[config.mk]
export PLATFORM = sky130hd
export DESIGN_NAME = servo_command_frame_builder_top
export DESIGN_NICKNAME = d
export VERILOG_FILES = /design/src/hw/rtl/sbf_pkg.sv /design/src/hw/rtl/servo_command_frame_builder_top.sv /design/src/hw/rtl/sbf_front.sv /design/src/hw/rtl/sbf_cmd_fifo.sv /design/src/hw/rtl/sbf_back.sv
export SDC_FILE = /design/constraint.sdc
export NUM_CORES = 1
export LEC_CHECK = 0
export ABC_AREA = 1
export BUFFER_PORTS_ARGS = -buffer_cell sky130_fd_sc_hd__clkbuf_2
export CAP_MARGIN = 10
export CORE_MARGIN = 3
export CORE_UTILIZATION = 56
export CTS_CLUSTER_DIAMETER = 100
export CTS_CLUSTER_SIZE = 20
export DETAILED_ROUTE_END_ITERATION = 10
export PLACE_DENSITY_LB_ADDON = 0.3
export SETUP_SLACK_MARGIN = 0.1
export SYNTH_ARGS = -nofsm -noshare
export SYNTH_HDL_FRONTEND = slang
export SYNTH_SLANG_ARGS = --single-unit
[constraint.sdc]
create_clock -name i_clk -period 3.4 [get_ports i_clk]
set_clock_uncertainty 0.15 [all_clocks]
set_input_delay 0.51 -clock i_clk [delete_from_list [all_inputs] [get_ports i_clk]]
set_output_delay 0.51 -clock i_clk [all_outputs]
set_load 0.05 [all_outputs]
[src/hw/rtl/sbf_pkg.sv]
// ----------------------------------------------------------------------------
// sbf_pkg
// Shared types and constants for the servo command frame builder.
// ----------------------------------------------------------------------------
package sbf_pkg;

    // input opcodes
    localparam logic [1:0] OP_PING  = 2'd0;
    localparam logic [1:0] OP_READ  = 2'd1;
    localparam logic [1:0] OP_WRITE = 2'd2;
    localparam logic [1:0] OP_NONE  = 2'd3;

    // frame bytes
    localparam logic [7:0] HDR_BYTE   = 8'hFF;
    localparam logic [7:0] INST_PING  = 8'h01;
    localparam logic [7:0] INST_READ  = 8'h02;
    localparam logic [7:0] INST_WRITE = 8'h03;
    localparam logic [7:0] LEN_PING   = 8'h02;
    localparam logic [7:0] LEN_READ   = 8'h04;

    // frame sizes in bytes
    localparam logic [9:0] SIZE_PING      = 10'd6;
    localparam logic [9:0] SIZE_READ      = 10'd8;
    localparam logic [9:0] SIZE_WRITE_MIN = 10'd7;

    localparam logic [8:0] CAP_RESET  = 9'd262;
    localparam int         FIFO_DEPTH = 4;

    // work passed from the front end to the byte serializer
    typedef enum logic [2:0] {
        K_PING,
        K_READ,
        K_WHDR,      // write header, data words follow
        K_WHDR_END,  // write header with zero count, checksum included
        K_DATA,
        K_DATA_LAST, // data byte followed by checksum
        K_REJECT
    } t_kind;

    typedef struct packed {
        t_kind      kind;
        logic [7:0] id;
        logic [7:0] len;
        logic [7:0] inst;
        logic [7:0] p0;
        logic [7:0] p1;
        logic [7:0] chk;
    } t_cmd;

endpackage

[src/hw/rtl/servo_command_frame_builder_top.sv]
// ----------------------------------------------------------------------------
// servo_command_frame_builder_top
// Servo bus instruction frame builder (FF FF ID LEN INST PARAMS CHK).
//
// Input channel (i_in_valid / o_in_stall): one word per ping, read or
// write header, then one word per write data byte. A word is taken on a
// rising edge with valid high and stall low.
// Output channel (o_out_valid / i_out_stall): one frame byte per word,
// with o_frame_end on the checksum byte or a rejection word, o_rejected on
// a rejection (byte 0x00). Frames that exceed the capacity register are
// rejected and their data words are swallowed.
// Config channel (i_cfg_valid / o_cfg_ready): frame capacity, always ready,
// the user must write it only while idle; the block does not enforce this.
// An accepted item passes via the command queue to the output register.
// While fed and not stalled, the serializer emits one byte per cycle; a
// ping is 6 bytes, a read 8, a write header 6 (7 with zero count), a data
// word 1 (2 for the last one). The front end accepts one word per cycle
// while the command queue has room; output bytes set the sustained rate.
// Reset (synchronous, active low) empties the queue, drops any open write
// and sets the capacity to 262. A stalled output word holds, the queue
// fills, and o_in_stall rises when it is full.
// ----------------------------------------------------------------------------
module servo_command_frame_builder_top
    import sbf_pkg::*;
#(
    parameter int P_FIFO_DEPTH = FIFO_DEPTH
) (
    input  logic       i_clk,
    input  logic       i_rst_n,
    // input words
    input  logic       i_in_valid,
    output logic       o_in_stall,
    input  logic [1:0] i_opcode,
    input  logic [7:0] i_servo_id,
    input  logic [7:0] i_reg_addr,
    input  logic [7:0] i_byte_count,
    input  logic [7:0] i_data_byte,
    // output bytes
    output logic       o_out_valid,
    input  logic       i_out_stall,
    output logic [7:0] o_out_byte,
    output logic       o_frame_end,
    output logic       o_rejected,
    // capacity register
    input  logic       i_cfg_valid,
    output logic       o_cfg_ready,
    input  logic [8:0] i_cfg_data
);

    logic accept;
    logic push;
    logic pop;
    logic full;
    logic empty;
    t_cmd front_cmd;
    t_cmd head_cmd;

    // config always taken; writes must arrive only while idle, unchecked here
    assign o_cfg_ready = 1'b1;

    // stall depends only on queue occupancy
    assign o_in_stall = full;
    assign accept     = i_in_valid && !full;

    // front end: classify word, update write/discard state
    sbf_front u_front (
        .i_clk        (i_clk),
        .i_rst_n      (i_rst_n),
        .i_cfg_we     (i_cfg_valid && o_cfg_ready),
        .i_cfg_data   (i_cfg_data),
        .i_accept     (accept),
        .i_opcode     (i_opcode),
        .i_servo_id   (i_servo_id),
        .i_reg_addr   (i_reg_addr),
        .i_byte_count (i_byte_count),
        .i_data_byte  (i_data_byte),
        .o_push       (push),
        .o_cmd        (front_cmd)
    );

    // decoupling queue
    sbf_cmd_fifo #(
        .DEPTH (P_FIFO_DEPTH)
    ) u_fifo (
        .i_clk   (i_clk),
        .i_rst_n (i_rst_n),
        .i_push  (push),
        .i_cmd   (front_cmd),
        .i_pop   (pop),
        .o_cmd   (head_cmd),
        .o_full  (full),
        .o_empty (empty)
    );

    // back end: byte serializer with output register
    sbf_back u_back (
        .i_clk       (i_clk),
        .i_rst_n     (i_rst_n),
        .i_cmd       (head_cmd),
        .i_empty     (empty),
        .o_pop       (pop),
        .o_out_valid (o_out_valid),
        .i_out_stall (i_out_stall),
        .o_out_byte  (o_out_byte),
        .o_frame_end (o_frame_end),
        .o_rejected  (o_rejected)
    );

endmodule

[src/hw/rtl/sbf_front.sv]
// ----------------------------------------------------------------------------
// sbf_front
// Takes input words, tracks open/discarded write frames, builds commands.
// ----------------------------------------------------------------------------
module sbf_front
    import sbf_pkg::*;
(
    input  logic       i_clk,
    input  logic       i_rst_n,
    input  logic       i_cfg_we,
    input  logic [8:0] i_cfg_data,
    input  logic       i_accept,
    input  logic [1:0] i_opcode,
    input  logic [7:0] i_servo_id,
    input  logic [7:0] i_reg_addr,
    input  logic [7:0] i_byte_count,
    input  logic [7:0] i_data_byte,
    output logic       o_push,
    output t_cmd       o_cmd
);

    logic [8:0] r_capacity;
    logic       r_write_open, n_write_open;
    logic [7:0] r_bytes_left, n_bytes_left;
    logic [7:0] r_sum, n_sum;
    logic       r_discarding, n_discarding;

    logic [7:0] left_dec;
    logic [7:0] data_sum;
    logic [7:0] wr_len;
    logic [7:0] wr_sum;
    logic [9:0] cap_ext;

    assign left_dec = r_bytes_left - 8'd1;
    assign data_sum = r_sum + i_data_byte;
    assign wr_len   = i_byte_count + 8'd3;
    assign wr_sum   = i_servo_id + wr_len + INST_WRITE + i_reg_addr;
    assign cap_ext  = {1'b0, r_capacity};

    always_comb begin
        n_write_open = r_write_open;
        n_bytes_left = r_bytes_left;
        n_sum        = r_sum;
        n_discarding = r_discarding;
        o_push       = 1'b0;
        o_cmd.kind   = K_REJECT;
        o_cmd.id     = i_servo_id;
        o_cmd.len    = LEN_PING;
        o_cmd.inst   = INST_PING;
        o_cmd.p0     = i_reg_addr;
        o_cmd.p1     = i_byte_count;
        o_cmd.chk    = ~(i_servo_id + LEN_PING + INST_PING);

        if (r_discarding) begin
            n_bytes_left = left_dec;
            if (left_dec == 8'd0) begin
                n_discarding = 1'b0;
            end
        end else if (r_write_open) begin
            o_push       = 1'b1;
            n_sum        = data_sum;
            n_bytes_left = left_dec;
            o_cmd.p0     = i_data_byte;
            o_cmd.chk    = ~data_sum;
            if (left_dec == 8'd0) begin
                o_cmd.kind   = K_DATA_LAST;
                n_write_open = 1'b0;
            end else begin
                o_cmd.kind = K_DATA;
            end
        end else begin
            unique case (i_opcode)
                OP_PING: begin
                    o_push = 1'b1;
                    o_cmd.kind = (cap_ext < SIZE_PING) ? K_REJECT : K_PING;
                end
                OP_READ: begin
                    o_push     = 1'b1;
                    o_cmd.len  = LEN_READ;
                    o_cmd.inst = INST_READ;
                    o_cmd.chk  = ~(i_servo_id + LEN_READ + INST_READ + i_reg_addr
                                   + i_byte_count);
                    o_cmd.kind = (cap_ext < SIZE_READ) ? K_REJECT : K_READ;
                end
                OP_WRITE: begin
                    o_push     = 1'b1;
                    o_cmd.len  = wr_len;
                    o_cmd.inst = INST_WRITE;
                    o_cmd.chk  = ~wr_sum;
                    if (cap_ext < SIZE_WRITE_MIN + {2'b00, i_byte_count}) begin
                        o_cmd.kind = K_REJECT;
                        if (i_byte_count != 8'd0) begin
                            n_discarding = 1'b1;
                            n_bytes_left = i_byte_count;
                        end
                    end else begin
                        n_sum = wr_sum;
                        if (i_byte_count == 8'd0) begin
                            o_cmd.kind = K_WHDR_END;
                        end else begin
                            o_cmd.kind   = K_WHDR;
                            n_write_open = 1'b1;
                            n_bytes_left = i_byte_count;
                        end
                    end
                end
                OP_NONE: begin
                    o_push = 1'b0;
                end
                default: begin
                    o_push = 1'b0;
                end
            endcase
        end

        if (!i_accept) begin
            o_push       = 1'b0;
            n_write_open = r_write_open;
            n_bytes_left = r_bytes_left;
            n_sum        = r_sum;
            n_discarding = r_discarding;
        end
    end

    always_ff @(posedge i_clk) begin
        if (!i_rst_n) begin
            r_capacity   <= CAP_RESET;
            r_write_open <= 1'b0;
            r_bytes_left <= 8'd0;
            r_sum        <= 8'd0;
            r_discarding <= 1'b0;
        end else begin
            if (i_cfg_we) begin
                r_capacity <= i_cfg_data;
            end
            r_write_open <= n_write_open;
            r_bytes_left <= n_bytes_left;
            r_sum        <= n_sum;
            r_discarding <= n_discarding;
        end
    end

endmodule

[src/hw/rtl/sbf_cmd_fifo.sv]
// ----------------------------------------------------------------------------
// sbf_cmd_fifo
// Small register queue of commands between front end and serializer.
// ----------------------------------------------------------------------------
module sbf_cmd_fifo
    import sbf_pkg::*;
#(
    parameter int DEPTH = FIFO_DEPTH
) (
    input  logic i_clk,
    input  logic i_rst_n,
    input  logic i_push,
    input  t_cmd i_cmd,
    input  logic i_pop,
    output t_cmd o_cmd,
    output logic o_full,
    output logic o_empty
);

    localparam int PW = (DEPTH > 1) ? $clog2(DEPTH) : 1;
    localparam int CW = $clog2(DEPTH + 1);

    t_cmd          r_mem [DEPTH];
    logic [PW-1:0] r_wr_ptr;
    logic [PW-1:0] r_rd_ptr;
    logic [CW-1:0] r_count;

    logic          do_push;
    logic          do_pop;

    assign o_full  = (r_count == CW'(DEPTH));
    assign o_empty = (r_count == '0);
    assign do_push = i_push && !o_full;
    assign do_pop  = i_pop && !o_empty;
    assign o_cmd   = r_mem[r_rd_ptr];

    always_ff @(posedge i_clk) begin
        if (!i_rst_n) begin
            r_wr_ptr <= '0;
            r_rd_ptr <= '0;
            r_count  <= '0;
        end else begin
            if (do_push) begin
                r_wr_ptr <= (r_wr_ptr == PW'(DEPTH - 1)) ? '0 : r_wr_ptr + 1'b1;
            end
            if (do_pop) begin
                r_rd_ptr <= (r_rd_ptr == PW'(DEPTH - 1)) ? '0 : r_rd_ptr + 1'b1;
            end
            if (do_push && !do_pop) begin
                r_count <= r_count + 1'b1;
            end else if (do_pop && !do_push) begin
                r_count <= r_count - 1'b1;
            end
        end
    end

    always_ff @(posedge i_clk) begin
        if (do_push) begin
            r_mem[r_wr_ptr] <= i_cmd;
        end
    end

endmodule

[src/hw/rtl/sbf_back.sv]
// ----------------------------------------------------------------------------
// sbf_back
// Walks one command byte by byte into the registered output stage.
// ----------------------------------------------------------------------------
module sbf_back
    import sbf_pkg::*;
(
    input  logic       i_clk,
    input  logic       i_rst_n,
    input  t_cmd       i_cmd,
    input  logic       i_empty,
    output logic       o_pop,
    output logic       o_out_valid,
    input  logic       i_out_stall,
    output logic [7:0] o_out_byte,
    output logic       o_frame_end,
    output logic       o_rejected
);

    logic       r_valid;
    logic [2:0] r_idx;
    logic [7:0] r_byte;
    logic       r_end;
    logic       r_rej;

    logic [2:0] last_idx;
    logic       ends_frame;
    logic       is_last;
    logic       load;
    logic [7:0] sel_byte;

    always_comb begin
        unique case (i_cmd.kind) inside
            K_PING, K_WHDR: last_idx = 3'd5;
            K_READ:         last_idx = 3'd7;
            K_WHDR_END:     last_idx = 3'd6;
            K_DATA_LAST:    last_idx = 3'd1;
            default:        last_idx = 3'd0;
        endcase
    end

    assign ends_frame = (i_cmd.kind != K_WHDR) && (i_cmd.kind != K_DATA);
    assign is_last    = (r_idx == last_idx);
    assign load       = !i_empty && (!r_valid || !i_out_stall);
    assign o_pop      = load && is_last;

    always_comb begin
        if (i_cmd.kind == K_REJECT) begin
            sel_byte = 8'h00;
        end else if (ends_frame && is_last) begin
            sel_byte = i_cmd.chk;
        end else if (i_cmd.kind == K_DATA || i_cmd.kind == K_DATA_LAST) begin
            sel_byte = i_cmd.p0;
        end else begin
            case (r_idx) inside
                3'd0, 3'd1: sel_byte = HDR_BYTE;
                3'd2:       sel_byte = i_cmd.id;
                3'd3:       sel_byte = i_cmd.len;
                3'd4:       sel_byte = i_cmd.inst;
                3'd5:       sel_byte = i_cmd.p0;
                default:    sel_byte = i_cmd.p1;
            endcase
        end
    end

    always_ff @(posedge i_clk) begin
        if (!i_rst_n) begin
            r_valid <= 1'b0;
            r_idx   <= 3'd0;
        end else if (load) begin
            r_valid <= 1'b1;
            r_idx   <= is_last ? 3'd0 : r_idx + 3'd1;
        end else if (!i_out_stall) begin
            r_valid <= 1'b0;
        end
    end

    always_ff @(posedge i_clk) begin
        if (load) begin
            r_byte <= sel_byte;
            r_end  <= ends_frame && is_last;
            r_rej  <= (i_cmd.kind == K_REJECT);
        end
    end

    assign o_out_valid = r_valid;
    assign o_out_byte  = r_byte;
    assign o_frame_end = r_end;
    assign o_rejected  = r_rej;

endmodule

# Yosys cells after proc, flatten, opt, wreduce, memory -nomap -nowiden
# Memory sizes are Yosys's and may differ from the RTL's. A register that Yosys moved wholly into a read port is not among the register bits.
# Cells that the tools add are included.
[op_classes] addsub=18 n_mux=57 n_shift=0 n_mul=0 n_div=0 bitwise=5 eq_ne=24 reduce_logical=33 n_lt_le_gt_ge=3
[op_table] op="$mux 8" n=19
[op_table] op="$add 8x8->8" n=5
[op_table] op="$add 8x2->8 const B" n=4
[op_table] op="$not 8->8" n=4
[op_table] op="$pmux 16 s2" n=1
[op_table] op="$mux 24" n=1
[op_table] op="$mux 3" n=8
[op_table] op="$mux 1" n=19
[op_table] op="$eq 3x3->1 const B" n=6
[op_table] op="$logic_not 8->1" n=2
[op_table] op="$mux 16" n=1
[op_table] op="$pmux 8 s2" n=1
[op_table] op="$eq 3x2->1 const B" n=4
[op_table] op="$pmux 3 s4" n=1
[op_table] op="$lt 9x10->1" n=1
[op_table] op="$add 3x8->9 const A" n=1
[op_table] op="$logic_and 1x1->1" n=9
[op_table] op="$logic_not 3->1" n=3
[op_table] op="$lt 9x3->1 const B" n=1
[op_table] op="$lt 9x4->1 const B" n=1
[op_table] op="$pmux 3 s3" n=1
[op_table] op="$add 8x1->8 const B" n=1
[op_table] op="$add 8x3->8 const B" n=1
[op_table] op="$eq 2x2->1 const B" n=4
[op_table] op="25 further kinds" n=41
[totals] out_inout_bits=13 memories=1 romBits=0 wordCells=154 mem_bits_rw=204 in_bits=48 latchBits=0 ff_bits=48
[memory_table] memory="u_fifo.r_mem" depth=4 word_bits=51 rd=1 rd_ports_with_merged_regs=1 wr=1 line_no="sbf_cmd_fifo.sv:23" rtl="t_cmd r_mem [DEPTH];"

# Depth between registers and ports, before layout
[depth] depth_word=11 depth_mapped=22 mapped_depth_nobuf=22

# Modules after synthesis
# A second synthesis with hierarchy kept.
[hier_totals] hier_cells=1431 area_unflattened_um2=13558.0
[modules_own_cells] mod="sbf_cmd_fifo" seq_area_each_um2=6306.0 area_each_um2=8090.3 cells_per_inst=565 instances=1
[modules_own_cells] mod="sbf_front" seq_area_each_um2=540.5 area_each_um2=4001.3 cells_per_inst=612 instances=1
[modules_own_cells] mod="sbf_back" seq_area_each_um2=380.4 area_each_um2=1445.1 cells_per_inst=250 instances=1
[modules_own_cells] mod="servo_command_frame_builder_top" seq_area_each_um2=0.0 area_each_um2=21.3 cells_per_inst=4 instances=1

# Worst setup path before layout
# OpenSTA, ideal clock, no wires.
[synth_timing] path_kind="reg2reg" start="reg u_fifo.r_count[0]" end="mem u_fifo.r_mem[0][0] (netlist bit) (enable)" setup_slack_ns=-0.419 required_ns=2.802 t_arrival_ns=3.221 period_less_slack_ns=3.819 setup_time_ns=0.448 stages_incl_launch_ff=7 path_buffers=0 cell_sequence="dfxtp_1 nor3_1 nor2_1 nand2_1 a21oi_1 inv_1 nor2_1"
[synth_via] elab_chain_cells=7
[synth_rtl] item="from (decl)" line_no="sbf_cmd_fifo.sv:26" rtl="logic [CW-1:0] r_count;"
[synth_rtl] item="from (signal assigned)" line_no="sbf_cmd_fifo.sv:50" rtl="r_count <= r_count + 1'b1;"
[synth_rtl] item="from (signal assigned)" line_no="sbf_cmd_fifo.sv:52" rtl="r_count <= r_count - 1'b1;"
[synth_rtl] item="$eq 3x3->1 (*)" line_no="sbf_cmd_fifo.sv:31" rtl="assign o_full = (r_count == CW'(DEPTH));"
[synth_rtl] item="via o_in_stall" line_no="servo_command_frame_builder_top.sv:32" rtl="output logic o_in_stall,"
[synth_rtl] item="$logic_not 1->1 (*)" line_no="servo_command_frame_builder_top.sv:63, sbf_cmd_fifo.sv:33"
[synth_rtl] item="$logic_and 1x1->1" line_no="servo_command_frame_builder_top.sv:63" rtl="assign accept = i_in_valid && !full;"
[synth_rtl] item="$mux 1" line_no="sbf_front.sv:116" rtl="if (!i_accept) begin"
[synth_rtl] item="$logic_and 1x1->1 (*)" line_no="sbf_cmd_fifo.sv:33" rtl="assign do_push = i_push && !o_full;"
[synth_rtl] item="via u_fifo.do_push" line_no="sbf_cmd_fifo.sv:28" rtl="logic do_push;"
[synth_rtl] item="$mux 1 (*)" line_no="sbf_cmd_fifo.sv:58" rtl="if (do_push) begin"
[synth_rtl] item="$mux 1 (not written as such) (*)" line_no="sbf_cmd_fifo.sv:59" rtl="r_mem[r_wr_ptr] <= i_cmd;"
[synth_rtl] item="to (decl)" line_no="sbf_cmd_fifo.sv:23"
# The timed path passes the listed nets; every way through them passes the cells marked *.

==> metrics.md <==
| Metric | Value |
|---|---|
| Status | `completed` |
| Drt drc | `0` |
| Type of the worst min-delay path | `in2reg` |
| Tmin final | `3.13 ns` |
| Synth warn | `0` |
| Top_reg_cell synth | `edfxtp_1` |
| Relative slew margins | `41.0%` |
| Critical path type | `in2reg` |
| EDFF count, synth | `190` |
| FF+latch area | `6510 um2` |
| Core Area | `21100 um2` |
| Die area | `23300 um2` |
| Die X | `153 um` |
| # IOs | `61` |
| CP required | `3.49 ns` |
| Grt ovf | `0` |
| Max_cap viols | `0` |
| F_max | `320 MHz` |
| Cell area power density | `662 nW/um2` |
| Setup TNS | `0 ns` |
| Nets | `1514` |
| WP data arrival | `3.21 ns` |
| DRT iter0 DRCs | `848` |
| Cell row count | `53` |
| Drt wl/cell | `18.3 um` |
| Hold_ws | `0.0920 ns` |
| Pleak | `5.82 nW` |
| Inserted Diodes | `0` |
| Syn_nets | `1403` |
| CP Cell Sequence | `clkbuf_2 > inv_1 > ha_1 > inv_1 > fa_1 > ha_1 > inv_1 > fa_1 > o21ai_1 > xor2_1 > o22ai_1 > nand2_1 > nand2_1 > nand3_1 > nand2_1` |
| Post-synth ARST share | `0%` |
| Area of the multi-input gates | `5030 um2` |
| Sequential share of the synthesized area | `53.9%` |
| TritonCTS clock tree | `yes` |
| GRT Overall Usage | `25.6%` |
| Routability cong. | `0.923` |
| Synthesis-to-layout area growth | `13.6%` |
| Post-DP HPWL | `21800 um` |
| Initial Utilization | `57.2%` |
| Fin crit share | `91.9%` |
| Bufs on Longest Clock Path | `3` |
| Number of port buffers | `59` |
| Crit path max fanout | `6` |
| Ratio of cells with drive above 1 in the final layout | `14.1%` |
| Detailed Routing Iterations Pass 1 | `6` |
| First-pass GRT wire length | `47100 um` |
| Library cells used by synthesis | `49` |
| Worst Setup End Kind | `flop` |
| Avg Cell Area, Syn | `9.44 um2` |
| Fin. max-slew vios | `0` |
| Mapped Area | `12100 um2` |
| Post-DRT Antenna Nets | `0` |
| Post-Synthesis Cells | `1278` |
| Maximum number of pins on one net before global-route repair | `71` |
| CTS Buf Count | `15` |
| DIE HEIGHT | `153 um` |
| Clk_lat worst skew | `0.49 ns` |
| Clock Sinks | `230` |
| Final Hold Vio Count | `0` |
| Fill cells | `1678` |
| CP max-delay cell | `fa_1` |
| DR vias | `9494` |
| VDD IR max | `0.432 mV` |
| H-tree Lvls | `1` |
| # hold bufs at CTS | `0` |
| Clock transition at path regs | `0.08 ns` |
| Commonest non-fill, non-tap cells in the layout | `nand2_1 (299), edfxtp_1 (190), nor2_1 (143), inv_1 (108), o21ai_0 (102)` |
| Vias in the first global route | `8917` |
| Initial antenna violation count | `0` |
| # setup viols final | `0` |
| Worst-Margin Slew | `0.876 ns` |
| Yosys reg bits | `230` |
| Most common cell after layout, fill and taps aside | `nand2_1` |
| Startpoint Class | `input pin` |
| Root Driver | `clkbuf_16` |
| RSZ-0062 raised after global routing | `no` |
| Largest stage delay, worst path | `0.54 ns` |
| Routed wire length | `30600 um` |
| Vias/cell | `5.67` |
==> path summary, 6_finish.rpt <==
kind / cells after the start / to / slack, ns / start
max: 15 / u_fifo.r_mem[0][5] / 0.27 / i_servo_id[1]
min: 3 / u_front.r_capacity[2] / 0.09 / i_cfg_data[2]
max reg2reg: 15 / u_fifo.r_count[1] / 0.46 / flop
min reg2reg: 2 / flop / 0.34 / u_fifo.r_rd_ptr[1]
==> layout make-up <==
class / count / share of cell area (%)
sequential: 230 / 47.5
tap: 275 / 2.51
multi-input combinational: 888 / 36.7
clock buffer: 24 / 2.99
inverter: 116 / 3.23
clock inverter: 2 / 0.146
timing repair buffer: 138 / 6.93
==> Yosys cell counts, types with 2 or more instances <==
cell / n / area share, %
clkbuf_1: 20 / 0.62
fa_1: 17 / 2.8
xor2_1: 16 / 1.2
ha_1: 60 / 6.2
xnor2_1: 6 / 0.44
dfxtp_1: 40 / 6.6
nor2_1: 150 / 4.7
a21oi_1: 64 / 2.7
buf_2: 11 / 0.46
nand3b_1: 9 / 0.56
a221oi_1: 9 / 0.65
edfxtp_1: 190 / 47
o22ai_1: 18 / 0.93
and3_1: 2 / 0.10
nand4_1: 8 / 0.41
inv_1: 110 / 3.4
buf_4: 10 / 0.62
nand3_1: 66 / 2.7
inv_2: 3 / 0.093
o211ai_1: 12 / 0.75
nand3_2: 3 / 0.25
o21ai_0: 104 / 4.3
nor3_1: 7 / 0.29
a31oi_1: 8 / 0.41
buf_6: 2 / 0.19
or2_2: 2 / 0.10
a211oi_1: 6 / 0.37
o21ai_1: 2 / 0.083
nand2_1: 301 / 9.4
nand2_2: 3 / 0.16
==> state kept, by name (all words and copies together), names as in the netlist, named ones only <==
name,count
u_fifo.r_mem,180
u_front.r_capacity,9
u_back.o_out_byte,8
u_front.r_bytes_left,8
u_front.r_sum,8
u_back.r_idx,3
u_fifo.r_count,3
u_fifo.r_rd_ptr,2
u_fifo.r_wr_ptr,2
u_back.o_frame_end,1
u_back.o_out_valid,1
u_back.o_rejected,1
u_front.r_discarding,1
u_front.r_write_open,1
==> worst max-delay path: cells and delay by family <==
kind | cells | cell delay [ns]
simple gates | 4 | 0.29
xor+xnor | 1 | 0.25
buf+inv | 4 | 0.41
compound gates | 2 | 0.30
fa+ha+maj | 4 | 1.44
==> logic make-up (layout without fill, tap and decap cells) <==
logic type               count (synthesis)  count (layout)  synth area share, %
AO/OA/AOI/OAI                          231             231                 10.8
XOR/XNOR                                22              22                 1.60
adder cells (fa/ha/maj)                 77              77                 9.04
buffers and inverters                  160             280                 5.59
flip-flops                             230             230                 53.9
other                                    1               1               0.0311
AND/OR/NAND/NOR                        557             557                 19.1
==> power by group <==
| part | switching (mW) | internal, mW | total, mW |
|---|---|---|---|
| registers | 0.147 | 3.51 | 3.65 |
| logic | 2.48 | 1.18 | 3.67 |
| clock network | 0.907 | 0.844 | 1.75 |
| total | 3.54 | 5.53 | 9.07 |
==> per-stage QoR <==
| step | power, mW | utilization (%) | instances | instance area, um2 | setup slack (ns) |
|---|---|---|---|---|---|
| finish | 9.07 | 65.0 | 1673 | 13700 | 0.275 |
| global route | 9.63 | 65.0 | 1673 | 13700 | 0.0984 |
| CTS | 9.04 | 64.7 | 1673 | 13600 | 0.182 |
| detailed placement | 7.32 | 62.7 | 1647 | 13200 | -0.325 |
| global placement | 7.24 | 62.7 | 1647 | 13200 | -0.231 |
| floorplan | 6.23 | - | 1278 | 12100 | -0.419 |
==> layer usage <==
layer | vias to the layer above | global-route usage, % | routed length, um
met5 | - | 0 | 0
li1 | 4575 | - | -
met3 | 71 | 4.46 | 2720
met2 | 399 | 41.2 | 14100
met4 | 0 | 8.61 | 1040
met1 | 4449 | 35.7 | 12800
==> repair_timing <==
| action | 4_1_cts | 5_1_grt |
|---|---|---|
| setup endpoints to repair | 0 | 22 |
| setup buffers | 0 | 0 |
| gates resized for setup | 0 | 21 |
Note: power is estimated with default switching activity, not from simulation.
